**config.mk**
```make
export PLATFORM = sky130hd
export DESIGN_NAME = hlr_ram
export DESIGN_NICKNAME = d
export VERILOG_FILES = /design/src/rtl/hlr_ram.sv
export SDC_FILE = /design/constraint.sdc
export NUM_CORES = 1
export LEC_CHECK = 0
export ABC_CLOCK_PERIOD_IN_PS = 2550
export BUFFER_PORTS_ARGS = -buffer_cell sky130_fd_sc_hd__buf_4
export CORE_UTILIZATION = 50
export CTS_BUF_LIST = sky130_fd_sc_hd__clkbuf_2
export CTS_CLUSTER_SIZE = 40
export DETAILED_ROUTE_END_ITERATION = 12
export PLACE_DENSITY_LB_ADDON = 0.12
export REMOVE_ABC_BUFFERS = 1
export SYNTH_ARGS = -nofsm -noshare
export SYNTH_HDL_FRONTEND = slang
export SYNTH_SLANG_ARGS = --single-unit
```
**constraint.sdc**
```tcl
create_clock -name clk -period 2.55 [get_ports clk]
set_input_delay 0.255 -clock clk [delete_from_list [all_inputs] [get_ports clk]]
set_output_delay 0.255 -clock clk [all_outputs]
set_load 0.03 [all_outputs]
```
**src/rtl/hlr_ram.sv**
```systemverilog
// ----------------------------------------------------------------------------
// hlr_ram
// Generic single-write, single-read RAM with registered read data.
// ----------------------------------------------------------------------------
module hlr_ram #(
  parameter int WIDTH = 8,
  parameter int DEPTH = 16
) (
  input  logic                             clk,
  input  logic                             we,
  input  logic [$clog2(DEPTH > 1 ? DEPTH : 2)-1:0] waddr,
  input  logic [WIDTH-1:0]                 wdata,
  input  logic                             re,
  input  logic [$clog2(DEPTH > 1 ? DEPTH : 2)-1:0] raddr,
  output logic [WIDTH-1:0]                 rdata
);

  logic [WIDTH-1:0] mem [DEPTH];

  always_ff @(posedge clk) begin
    if (we) begin
      mem[waddr] <= wdata;
    end
    if (re) begin
      rdata <= mem[raddr];
    end
  end

endmodule

```
### Word-level counts from Yosys, hierarchy flattened

Memory sizes are Yosys's and may differ from the RTL's. A register that Yosys moved wholly into a read port is not among the register bits.
Cells that the tools add are included.

| storage, ports and cells | value |
|---|---|
| memories | 1 |
| output and inout port bits | 8 |
| word-level logic and storage cells | 3 |
| bits in writable memories | 128 |
| bits in registers | 0 |

| operators by class | value |
|---|---|
| multiplexer cells | 2 |

Memories:

| memory | words | width | read ports | clocked after Yosys merged registers in | wr ports | line | RTL |
|---|---|---|---|---|---|---|---|
| mem | 16 | 8 | 1 | 1 | 1 | 18 | `logic [WIDTH-1:0] mem [DEPTH];` |

Operators by type and width:

| cell | count |
|---|---|
| 1-bit 2-to-1 mux | 2 |

### Longest topological paths before layout

| logic depth | value |
|---|---|
| depth after elaboration | 2 |
| depth in mapped cells | 5 |
| mapped depth without buffers | 3 |

### Worst setup path before layout

No wires, ideal clock.

| timing | value |
|---|---|
| kind | input -> register |
| from | input waddr[2] (netlist bit) |
| to | memory mem[0][0] (enable) |
| stages on the path | 2 |
| buffers on the path | 0 |
| data required time | 2.167 ns |
| arrival time | 1.365 ns |
| slack | 0.802 ns |
| setup time | 0.383 ns |
| cells stage by stage | or3b_2 nor3_1 |

RTL lines:

| element | line | RTL |
|---|---|---|
| start: declaration | 11 | `input logic [$clog2(DEPTH > 1 ? DEPTH : 2)-1:0] waddr,` |
| end: declaration | 18 |  |

Straight into the memory's write port.

### Worst setup path after layout

| timing | value |
|---|---|
| from | register rdata[3], read port of mem |
| to | output rdata[3] |

RTL lines:

| element | line | RTL |
|---|---|---|
| start: declaration | 15 | `output logic [WIDTH-1:0] rdata` |

No word-level cell between the ends.

==> out/results.ini <==
[layout]
syn_to_final_growth_pct = 13.14
drive_above_1_share = 0.2957
fillers = 729
antenna_cells = 0
num-nets-final = 310

[power_and_ir_drop]
p_per_area_nw_per_um2 = 640.0
power_frac_seq = 0.668
sw_frac_of_total = 0.2214
combinationalPowerShare = 0.070
p_total_w = 0.003785
p_sw_w = 0.0008381
peakVddDrop_mv = 0.3267
leakage_nw = 1.979
clkPwrFrac = 0.262
internal-power_w = 0.002947

[sta]
fin_tns_setup_ps = 0
fin_skew_ps = 26.85
worst_slack_ps = 1049
min_period_ps = 1501
slew_headroom = 0.5184
maxSlewViolCount = 0
fmaxAchievable_mhz = 666.2
finalCritPeriodShare = 0.5887
worst_slew_pin_slew_ps = 720.9
grt_setup_unrepaired = false
setup_viol = 0
hold_viol = 0

[grt]
grtUsageMet1 = 0.2731
grt.overflow.total = 0
use_met2 = 0.3029
grt_antenna_before_repair = 0
grt_pass1_vias = 2510
grt_use_met3 = 0.04574
grt_usage = 0.1942
grt_max_degree = 33
top_usage_layer = met2
grt_pass1_wl_microns = 14710

[yosys]
synth_area_sq_um = 5228
synth_cell_types = 18
synth_seq_cells = 136
synth_top_cell_by_area = edfxtp_1
synth_top_area_frac = 0.7812
async_reset_ff_frac = 0
synthTopCellsByArea = edfxtp_1, mux4_2, mux4_1, a22oi_1, nor2_1
yosysSeqAreaShare = 0.7812
synthesis.instances = 229
yosysMostFrequentCell = edfxtp_1
synth_ff_type = edfxtp_1
yosysWarningCount = 0
synth_common_cells = edfxtp_1, mux4_2, a22oi_1, mux4_1, nor2_1
synth_edf_count = 136
synth.avg_cell_area_sq_um = 22.83

[worst_setup_path]
required_ps = 2300
path_cells = buf_4
crit_arrival_ps = 1250
slowest_delay_ps = 460
start_kind = register
cp_top_family = flip-flops
criticalPathCategory = reg2out
crit_path_top_delay_cell = edfxtp_1
cp_max_fo = 1
rr_startpoint = mem[1][0]
crit_path_end_kind = output pin
startpoint = rdata[3]
path_buf_inv = 1

[floorplan]
io_pins = 27
core-area_sq_um = 9955
rows = 36
die-area_sq_um = 10870
die_w_microns = 104.3
start_util = 0.5251
die_h_microns = 104.3

[drt]
drt_iter0_drc = 116
drc = 0
wl_per_cell_microns = 22.16
route.vias.total = 2434
drt_wl_total_microns = 9617
via_per_inst = 5.608
ant_nets = 0
dr.pass1.iters = 4

[min_path]
min_from = waddr[0]
hold_path.class = in2reg

[place]
post-dp-hpwl_microns = 6096
place_congestion = 0.6954
portBuffers = 26
place_ws_ps = 631.1

[clocking]
cts_root_buf = clkbuf_2
path_clk_slew_ps = 180
cts_buffers = 17
clockBufferDepth = 2
cts_tree = done
clkLatencyLatePin_ps = 610
h-tree-depth = 4
clock_sinks = 136
cts_setup_buffers = 0

[run_status]
status = complete, no violations

[run]
cap_violations = 0

[layout make-up]
cell class,instances,area [sq um],area share
clock inverter,12,88.84,0.01502
multi-input combinational,83,1057,0.1788
clock buffer,17,85.08,0.01439
tap,133,166.4,0.02814
timing repair buffer,53,432.9,0.07320
sequential,136,4084,0.6905
[what timing repair did]
item	in CTS	in global routing
hold endpoints to repair	136	0
gates resized for setup	0	0
hold buffers	9	0
[per-layer routing]
layer,vias to the layer above,share of wire
met5,-,0
met3,6,0.042
met2,64,0.50
met1,1266,0.45
met4,0,0.0060
li1,1098,-
[registers in the layout, indices dropped and copies added (netlist names)]
| register | flops |
|---|---|
| mem | 128 |
| rdata | 8 |
[cell usage in the layout, fill, tap and decap left out]
cell type / count
nand2b_1: 2
nor2b_1: 1
nor2_1: 13
nor3_1: 4
clkinv_1: 3
nand3_1: 1
a22oi_1: 16
mux4_2: 18
bufinv_16: 1
clkinv_2: 5
nand2_1: 9
edfxtp_1: 136
buf_12: 1
clkinvlp_4: 3
mux4_1: 14
and2_1: 1
nand3b_1: 2
or3b_2: 1
clkbuf_2: 17
buf_4: 43
dlygate4sd3_1: 9
and2b_1: 1
[power groups by stage]
stage | clock network [W] | logic (W) | registers [W]
floorplan | 0 | 0.000100 | 0.00260
global placement | 0 | 0.000259 | 0.00258
detailed placement | 0 | 0.000262 | 0.00258
CTS | 0.00103 | 0.000273 | 0.00253
global route | 0.00111 | 0.000289 | 0.00253
finish | 0.000991 | 0.000267 | 0.00253
[path summary, 6_finish.rpt]
path	slack (ps)	endpoint	depth (start not counted)
worst min register to register	780	rdata[5]	3
worst min-delay path	150	mem[4][2]	3
worst max register to register	1050	rdata[0]	3
worst max-delay path	1050	rdata[3]	1
[through the flow]
stage               area, sq um  utilization  hold slack, ps  cells
floorplan                  5141            -           353.9    219
finish                     5914       0.5941           154.7    434
CTS                        5914       0.5941           80.03    434
global route               5914       0.5941           75.20    434
detailed placement         5650       0.5676           568.6    396
global placement           5650       0.5676           567.0    396
[cell families (layout without fill, tap and decap cells)]
group,after synthesis,in the layout,synth area share
compound gates,16,16,0.02298
buf+inv,10,82,0.01651
flops,136,136,0.7812
mux,32,32,0.1479
simple gates,35,35,0.03136
No activity file was read; power rests on OpenSTA's default activity.
