<file path="src/rtl/hlr_pkg.sv">
// ----------------------------------------------------------------------------
// hlr_pkg
// Shared types and constants for the largest-rectangle histogram block.
// ----------------------------------------------------------------------------
package hlr_pkg;

  localparam int AREA_BITS = 26;
  localparam logic [AREA_BITS-1:0] AREA_MAX = '1;

  // Control from the sequencer to the shared multiply/compare unit
  typedef struct packed {
    logic mul;  // register height * span
    logic acc;  // fold the registered product into the running maximum
    logic clr;  // start a new histogram
  } hlr_area_ctl_t;

endpackage

</file>
<file path="src/rtl/hlr_area.sv">
// ----------------------------------------------------------------------------
// hlr_area
// Shared area unit: one registered multiply, then saturate and keep the max.
// ----------------------------------------------------------------------------
module hlr_area #(
  parameter int HW = 16,
  parameter int CW = 11
) (
  input  logic                           clk,
  input  logic                           rst,
  input  hlr_pkg::hlr_area_ctl_t         ctl,
  input  logic [HW-1:0]                  bar_h,
  input  logic [CW-1:0]                  span,
  output logic [hlr_pkg::AREA_BITS-1:0]  best
);
  import hlr_pkg::*;

  localparam int PW = HW + CW;
  localparam int EW = (PW > AREA_BITS) ? PW : AREA_BITS;

  logic [PW-1:0]        prod;
  logic [EW-1:0]        prod_ext;
  logic [AREA_BITS-1:0] area;

  always_ff @(posedge clk) begin
    if (ctl.mul) begin
      prod <= PW'(bar_h) * PW'(span);
    end
  end

  assign prod_ext = EW'(prod);
  // clamp to the result width
  assign area = (prod_ext > EW'(AREA_MAX)) ? AREA_MAX : prod_ext[AREA_BITS-1:0];

  always_ff @(posedge clk) begin
    if (rst || ctl.clr) begin
      best <= '0;
    end else if (ctl.acc && (area > best)) begin
      best <= area;
    end
  end

endmodule

</file>
<file path="config.mk">
export PLATFORM = sky130hd
export DESIGN_NAME = hlr_area
export DESIGN_NICKNAME = d
export VERILOG_FILES = /design/src/rtl/hlr_pkg.sv /design/src/rtl/hlr_area.sv
export SDC_FILE = /design/constraint.sdc
export NUM_CORES = 1
export LEC_CHECK = 0
export ABC_AREA = 1
export BUFFER_PORTS_ARGS = -buffer_cell sky130_fd_sc_hd__buf_2
export CAP_MARGIN = 10
export CORE_UTILIZATION = 24
export CTS_BUF_LIST = sky130_fd_sc_hd__clkbuf_8 sky130_fd_sc_hd__clkbuf_16
export CTS_CLUSTER_DIAMETER = 80
export DETAILED_ROUTE_END_ITERATION = 6
export PLACE_DENSITY = 0.5
export SETUP_SLACK_MARGIN = 0.15
export SYNTH_ARGS = -nofsm -noshare
export SYNTH_HDL_FRONTEND = slang
export SYNTH_SLANG_ARGS = --single-unit
</file>
<file path="constraint.sdc">
create_clock -name clk -period 6.2 [get_ports clk]
set_input_delay 0.31 -clock clk [delete_from_list [all_inputs] [get_ports clk]]
set_output_delay 0.31 -clock clk [all_outputs]
set_load 0.02 [all_outputs]
</file>
After elaboration in Yosys (flattened, before gate mapping). Index checks and enable logic that the tools add are counted.

Mux-type cells: 1. Order comparisons: 2. $mul: 1. Reductions and logical operators: 2.

Operator list (count): $gt 27x26->1 const B (1); $mul 16x11->27 (1); $gt 26x26->1 (1); $mux 26 (1); $logic_and 1x1->1 (1); $logic_or 1x1->1 (1).

Output and inout port bits: 26. Flip-flop bits (word level): 53. Input bits: 32. Logic and storage cells: 8.

Depth between registers and ports, before layout. Gate-level depths: netlist of run 1.

Depth in word-level cells: 4. Depth in mapped cells: 24. Mapped depth without buffers: 22.

Worst setup path after synthesis of run 1. No wires, ideal clock.

Path kind: input to register. Start: input span[10]. End: register prod[21] (data pin). Library setup time: 259 ps. Required time: 5941 ps. Setup slack: 1237 ps. Cell stages on the path: 19. Data arrival time: 4704 ps. Path through: clkbuf_1 clkbuf_1 nand2_1 fa_1 fa_1 inv_1 fa_1 fa_1 inv_1 fa_1 inv_1 ha_1 a21oi_2 nor2_1 nor2_1 nand2_1 nand2_1 nand3_1 xor2_1.

Cells in the longest elaborated chain, start to end: 1.

RTL lines: start: declaration (line hlr_area.sv:13) `input logic [CW-1:0] span,`; $mul 16x11->27 (line hlr_area.sv:27) `prod <= PW'(bar_h) * PW'(span);`; end signal: assignment (line hlr_area.sv:27); end: declaration (line hlr_area.sv:21) `logic [PW-1:0] prod;`.

Every way passes these cells. A chain may end at the register's enable or synchronous reset.

Worst setup path in the final report of run 1. Same ends and word-level chain as after synthesis.

==> impl_metrics.csv, run 1 <==
group,metric,value,unit
synth,synthesis.nets,1458,
place,placedInstanceArea,0.00960,mm2
drt,vias,6957,
clock_network,holdBufCountCts,0,
worst_setup_path,r2r-start,"prod[26]",
drt,drt_iter0_drc,345,
drt,wl_per_cell,12.7,um
place,hpwl,17700,um
worst_hold_path,hold_path_class,"in -> reg",
global_routing,antenna_found_initial,0,
drt,drt_first_pass_iters,5,
global_routing,grt_max_degree,53,
worst_setup_path,crit_fanout,16,
floorplan,die_h,195,um
clock_network,clk_pin_slew,70,ps
final_layout,drive_gt1_share,7.36,%
floorplan,initial_core_util,24.5,%
worst_setup_path,crit_path_start,"span[10]",
synth,ys_ff_latch,53,
final_layout,insertedDiodeCount,0,
power,p_switching,2.35,mW
drt,routed-wl-met2,8990,um
clock_network,cts_inserted_buffers,5,
synth,synth_common_cells,"inv_1, nand2_1, fa_1, ha_1, nor2_1",
floorplan,rows,70,
sta,worstMarginPinSlew,1190,ps
worst_setup_path,crit_path_start_kind,"primary input",
global_routing,grtUsageTotal,11.7,%
synth,synth_ff_type,"edfxtp_1",
synth,netlist.area_leader.share,27.9,%
synth,synth_cell_types,38,
worst_setup_path,cp.required,6250,ps
final_layout,fill_cells,4092,
sta,hold_violations,0,
drt,drcViolationCount,0,
place,pre_cts_slack,1110,ps
final_layout,synthToLayoutAreaGrowth,8.44,%
place,gp_congestion,0.847,
power,p_int,2.01,mW
power,vdd_drop_max,0.217,mV
drt,ant_nets,0,
clock_network,cts_max_level,2,
sta,setup_tns,0,ps
clock_network,cts.path.max_buffers,2,
sta,fmax,0.210,GHz
drt,met1_length,11800,um
global_routing,grt_first_pass_wirelength,36100,um
drt,wl,21500,um
clock_network,cts_setup_buffers,0,
floorplan,coreArea,0.0367,mm2
synth,synth_area_leaders,"fa_1, inv_1, ha_1, nand2_1, edfxtp_1",
synth,synth_most_common_cell,"inv_1",
synth,yosys_warnings,0,
worst_setup_path,critPathKind,"in -> reg",
global_routing,grt_overflow,0,
drt,via_per_inst,4.11,
synth,synth_edf_count,27,
floorplan,die_x,195,um
power,clockPowerShare,6.4,%
sta,period_share,76.9,%
final_layout,nets,1470,
place,numPlacedInstances,1683,
clock_network,clock-sinks,53,
power,p_seq_share,15.1,%
clock_network,clk_latency,290,ps
floorplan,die_area,0.0382,mm2
final_layout,multiInputGateArea,0.00614,mm2
synth,synthArstFlopShare,0,%
clock_network,cts-root-buf,"clkbuf_16",
synth,synth_largest_area_cell,"fa_1",
sta,worst_slack,1430,ps
final_layout,final_cell_area,0.00974,mm2
drt,wl_met3,558,um
synth,syn_inst,1210,
power,p_leak,5.45,nW
clock_network,cts_tree,"done",
sta,drv_slew,0,
sta,finClkSkew,9.72,ps
final_layout,ff_latch_area,0.00133,mm2
run,cap_viol_max_count,0,
status,status,"finished, final reports clean",
sta,finalSetupViolCount,0,
final_layout,layoutNonFillerInstCount,1691,
synth,synth_area_per_cell,7.42,um2
power,power_density,448,mW/mm2
worst_hold_path,hold_start,"ctl[0]",
synth,ys_seq_area_share,14.8,%
synth,syn_area,0.00898,mm2
power,design_power_total,4.36,mW
sta,rsz0062_at_grt,"no",
place,port-buffer-count,57,
clock_network,post_cts_resized,0,
sta,finalCriticalPeriod,4770,ps
sta,relSlewSlack,20.5,%
drt,top_layer_used,"met4",
worst_setup_path,arrival,4810,ps
power,comb_power_share,78.5,%
floorplan,ios,58,
power,swShare,53.8,%
global_routing,grt_pass1_vias,6900,
worst_setup_path,end_kind,"register",
==> worst max-delay path: stages <==
cell	delay (ps)
buf_2	310
nand2_1	140
fa_1	520
fa_1	540
inv_1	50
fa_1	500
fa_1	540
inv_1	50
fa_1	520
inv_1	40
ha_1	350
a21oi_2	260
nor2_1	70
nor2_1	180
nand2_1	90
nand2_1	60
nand3_1	100
xor2_1	170
==> per-stage QoR <==
| stage | hold WS [ps] | util (%) |
|---|---|---|
| final | 503 | 26.5 |
| after global routing | 530 | 26.5 |
| after CTS | 504 | 26.5 |
| after detailed placement | 496 | 26.2 |
| after global placement | 487 | 26.2 |
| after floorplan | 422 | - |
==> sequential cells by signal, indices dropped and copies added, names as in the netlist <==
| name | count |
|---|---|
| best | 26 |
| prod | 27 |
==> final timing paths <==
| path | cells after the start | endpoint | slack, ps |
|---|---|---|---|
| max | 18 | prod[21] | 1430 |
| min | 4 | best[12] | 500 |
| max reg2reg | 12 | best[13] | 3080 |
| min reg2reg | 2 | best[12] | 510 |
==> cells by family (layout without fill, tap and decap cells) <==
family                     count (synthesis)  count (layout)  share of synthesized area (%)
and+or+nand+nor                          452             452                           20.5
adders and majority gates                216             216                           40.5
buffers and inverters                    387             400                           17.0
DFF                                       53              53                           14.8
xor gates and xnor gates                  18              18                           1.75
AOI/OAI and AO/OA                         84              84                           5.39
==> placed cells by master (no fill, tap or decap), types with 6 or more instances in the layout <==
cell type	count
dfxtp_1	26
xor2_1	12
nor2_1	84
nand2_2	6
xnor2_1	6
a21oi_1	55
o21ai_0	6
edfxtp_1	27
nand2_1	299
inv_1	332
nand3_1	43
ha_1	91
buf_2	57
fa_1	125
==> cell type report <==
class                   count  area share, %
clock buffers               5           1.28
multi-input cells         770           63.0
flip-flops and latches     53           13.7
well taps                 468           6.01
clock inverters             3          0.180
repair buffers             58           3.01
inverters                 334           12.9
==> routing by layer <==
layer  track usage, %  vias up
li1                 -     3545
met2             18.0      107
met4             1.43        0
met1             18.0     3296
met3            0.864        9
met5                0        -
==> power groups by stage <==
stage / Clock [mW] / Combinational (mW) / Sequential (mW)
after floorplan: 0 / 2.64 / 0.671
after global placement: 0 / 3.46 / 0.668
after detailed placement: 0 / 3.44 / 0.669
after CTS: 0.288 / 3.47 / 0.661
after global routing: 0.301 / 3.97 / 0.672
final: 0.278 / 3.42 / 0.660
No activity file was read; power rests on OpenSTA's default activity.
==> inputs of run 2 (changes only) <==
PLACE_DENSITY = 0.51   (was 0.5)
clock period = 3.96 ns   (was 6.2 ns; I/O delays follow)
==> run 2 against run 1 <==
The flow now finishes with violations (negative setup slack); final cell count grew 7.7%; critical path depth grew 2; combinational power grew to 2.9 times the previous value; via count grew 8.5%; die area is the same; flip-flop and latch count is the same; worst hold slack lost 210 ps; clock-buffer cell count grew 1; clock power grew 63%; core utilization grew 6.0 points.
==> impl_metrics.csv, run 2 (synthesis gave the netlist of run 1 again) <==
group,metric,value,unit
status,status,"finished with violations",
status,violations,"negative setup slack",
worst_setup_path,cpLargestDelayFamily,"adder cells",
worst_setup_path,cp_cell_sequence,"buf_8, buf_6, nand2_2, inv_2, fa_1, inv_1, fa_1, inv_1, fa_1, fa_1, inv_1, fa_1, inv_2, ha_4, a21o_1, o21bai_4, o21ai_1, nand3_1, nand2_1, nand2_1",
worst_setup_path,rrSetupSlack,1050,ps
global_routing,grt_pass1_vias,7908,
final_layout,nets,1600,
final_layout,largest_register,"prod",
final_layout,final_common_cell,"inv_1",
sta,worstMarginPinSlew,1120,ps
drt,ant_nets,0,
clock_network,cts_max_level,2,
final_layout,layoutNonFillerInstCount,1821,
sta,period_share,107,%
clock_network,clock-sinks,53,
floorplan,ios,58,
sta,finalSetupViolCount,17,
global_routing,grt_max_degree,53,
drt,via_per_inst,4.14,
final_layout,synthToLayoutAreaGrowth,33.1,%
worst_setup_path,reg2reg_depth,12,
final_layout,final_cell_mix,"inv_1, nand2_1, fa_1, buf_4, ha_1",
drt,wl_per_cell,12.3,um
sta,hold_violations,0,
worst_setup_path,cp-endpoint,"prod[26]",
sta,finClkSkew,4.26,ps
power,power_density,946,mW/mm2
final_layout,final_util,32.6,%
worst_setup_path,arrival,4280,ps
worst_setup_path,critPathKind,"in -> reg",
worst_setup_path,end_kind,"register",
worst_hold_path,hold_path_class,"in -> reg",
worst_setup_path,r2r-end,"best[5]",
power,design_power_total,11.3,mW
final_layout,reg_top3,"prod: 27 flops, best: 26 flops",
global_routing,grtUsageTotal,12.2,%
worst_setup_path,crit_path_start,"span[10]",
floorplan,die_area,0.0382,mm2
sta,worst_slack,-275,ps
clock_network,clk_latency,290,ps
sta,fmax,0.236,GHz
place,pre_cts_slack,-815,ps
sta,relSlewSlack,25.4,%
final_layout,drive_gt1_share,29.1,%
floorplan,die_x,195,um
worst_setup_path,crit_cells,20,
global_routing,grt_first_pass_wirelength,38500,um
place,port-buffer-count,57,
final_layout,insertedDiodeCount,0,
final_layout,ff_latch_area,0.00133,mm2
final_layout,fill_cells,3868,
sta,rsz0062_at_grt,"yes",
drt,wl,22300,um
power,p_leak,6.38,nW
drt,drt_iter0_drc,313,
drt,drt_first_pass_iters,5,
worst_setup_path,crit_slowest_cell,"fa_1",
power,vdd_drop_max,0.732,mV
floorplan,die_h,195,um
clock_network,cts_tree,"done",
global_routing,grt_overflow,0,
sta,drv_slew,0,
final_layout,multiInputGateArea,0.00700,mm2
clock_network,cts_inserted_buffers,5,
clock_network,cts.path.max_buffers,2,
worst_setup_path,r2r-start,"prod[26]",
drt,drcViolationCount,0,
global_routing,use_met3,0.967,%
global_routing,antenna_found_initial,0,
worst_setup_path,crit_path_start_kind,"primary input",
sta,whs,294,ps
floorplan,coreArea,0.0367,mm2
global_routing,busiest_layer,"met2",
global_routing,grt_util_met2,20.2,%
worst_setup_path,slowest_delay,520,ps
final_layout,largest_reg_flops,27,
place,numPlacedInstances,1787,
sta,finalCriticalPeriod,4240,ps
clock_network,clk_pin_slew,70,ps
clock_network,cts-root-buf,"clkbuf_16",
worst_setup_path,timing.critical_path.buf_inv,7,
place,hpwl,18600,um
global_routing,met1_usage,17.6,%
drt,vias,7548,
worst_setup_path,crit_fanout,7,
run,cap_viol_max_count,0,
worst_setup_path,path_common_cell,"fa_1",
place,gp_congestion,0.811,
floorplan,initial_core_util,24.5,%
floorplan,rows,70,
worst_setup_path,cp.required,4010,ps
run 2: how the worst min path moves through the flow:
stage                        start       end  slack (ps)  depth (start not counted)
after floorplan             ctl[2]   prod[0]         310                          0
after global placement     best[5]   best[5]         480                          2
after detailed placement  best[21]  best[21]         500                          2
after CTS                 bar_h[0]   prod[0]         290                          3
after global routing      bar_h[0]   prod[0]         300                          3
final                     bar_h[0]   prod[0]         290                          3
run 2: layout make-up:
cell class	instances	share of cell area, %
multi-input combinational	770	58.6
clock buffer	6	1.16
clock inverter	2	0.147
sequential	53	11.1
tap	468	4.90
timing repair buffer	188	13.6
inverter	334	10.5
run 2: repair_timing:
action / CTS / global route
setup endpoints to repair: 21 / 19
gates resized for setup: 133 / 81
setup buffers: 15 / 10
cloned: 0 / 1
pin swaps: 81 / 65
hold buffers: 0 / 0
run 2: power breakdown:
part | internal (mW) | switching, mW
clock network | 0.255 | 0.197
logic | 4.61 | 5.21
registers | 0.963 | 0.0721
run 2: per-layer routing:
| metal | vias up | wire (um) |
|---|---|---|
| li1 | 3812 | - |
| met1 | 3597 | 11500 |
| met2 | 123 | 9900 |
| met3 | 16 | 743 |
| met4 | 0 | 206 |
| met5 | - | 0 |
run 2: per-stage QoR:
stage	setup TNS, ps	cell area [um2]
CTS	-3590	11500
finish	-3340	12000
detailed placement	-12760	10800
floorplan	-4550	9630
global route	-5780	12000
global placement	-12250	10800
run 2: tightest hold or removal path: stages:
cell and delay, ps:
buf_4 170, nand2_1 70, inv_1 40
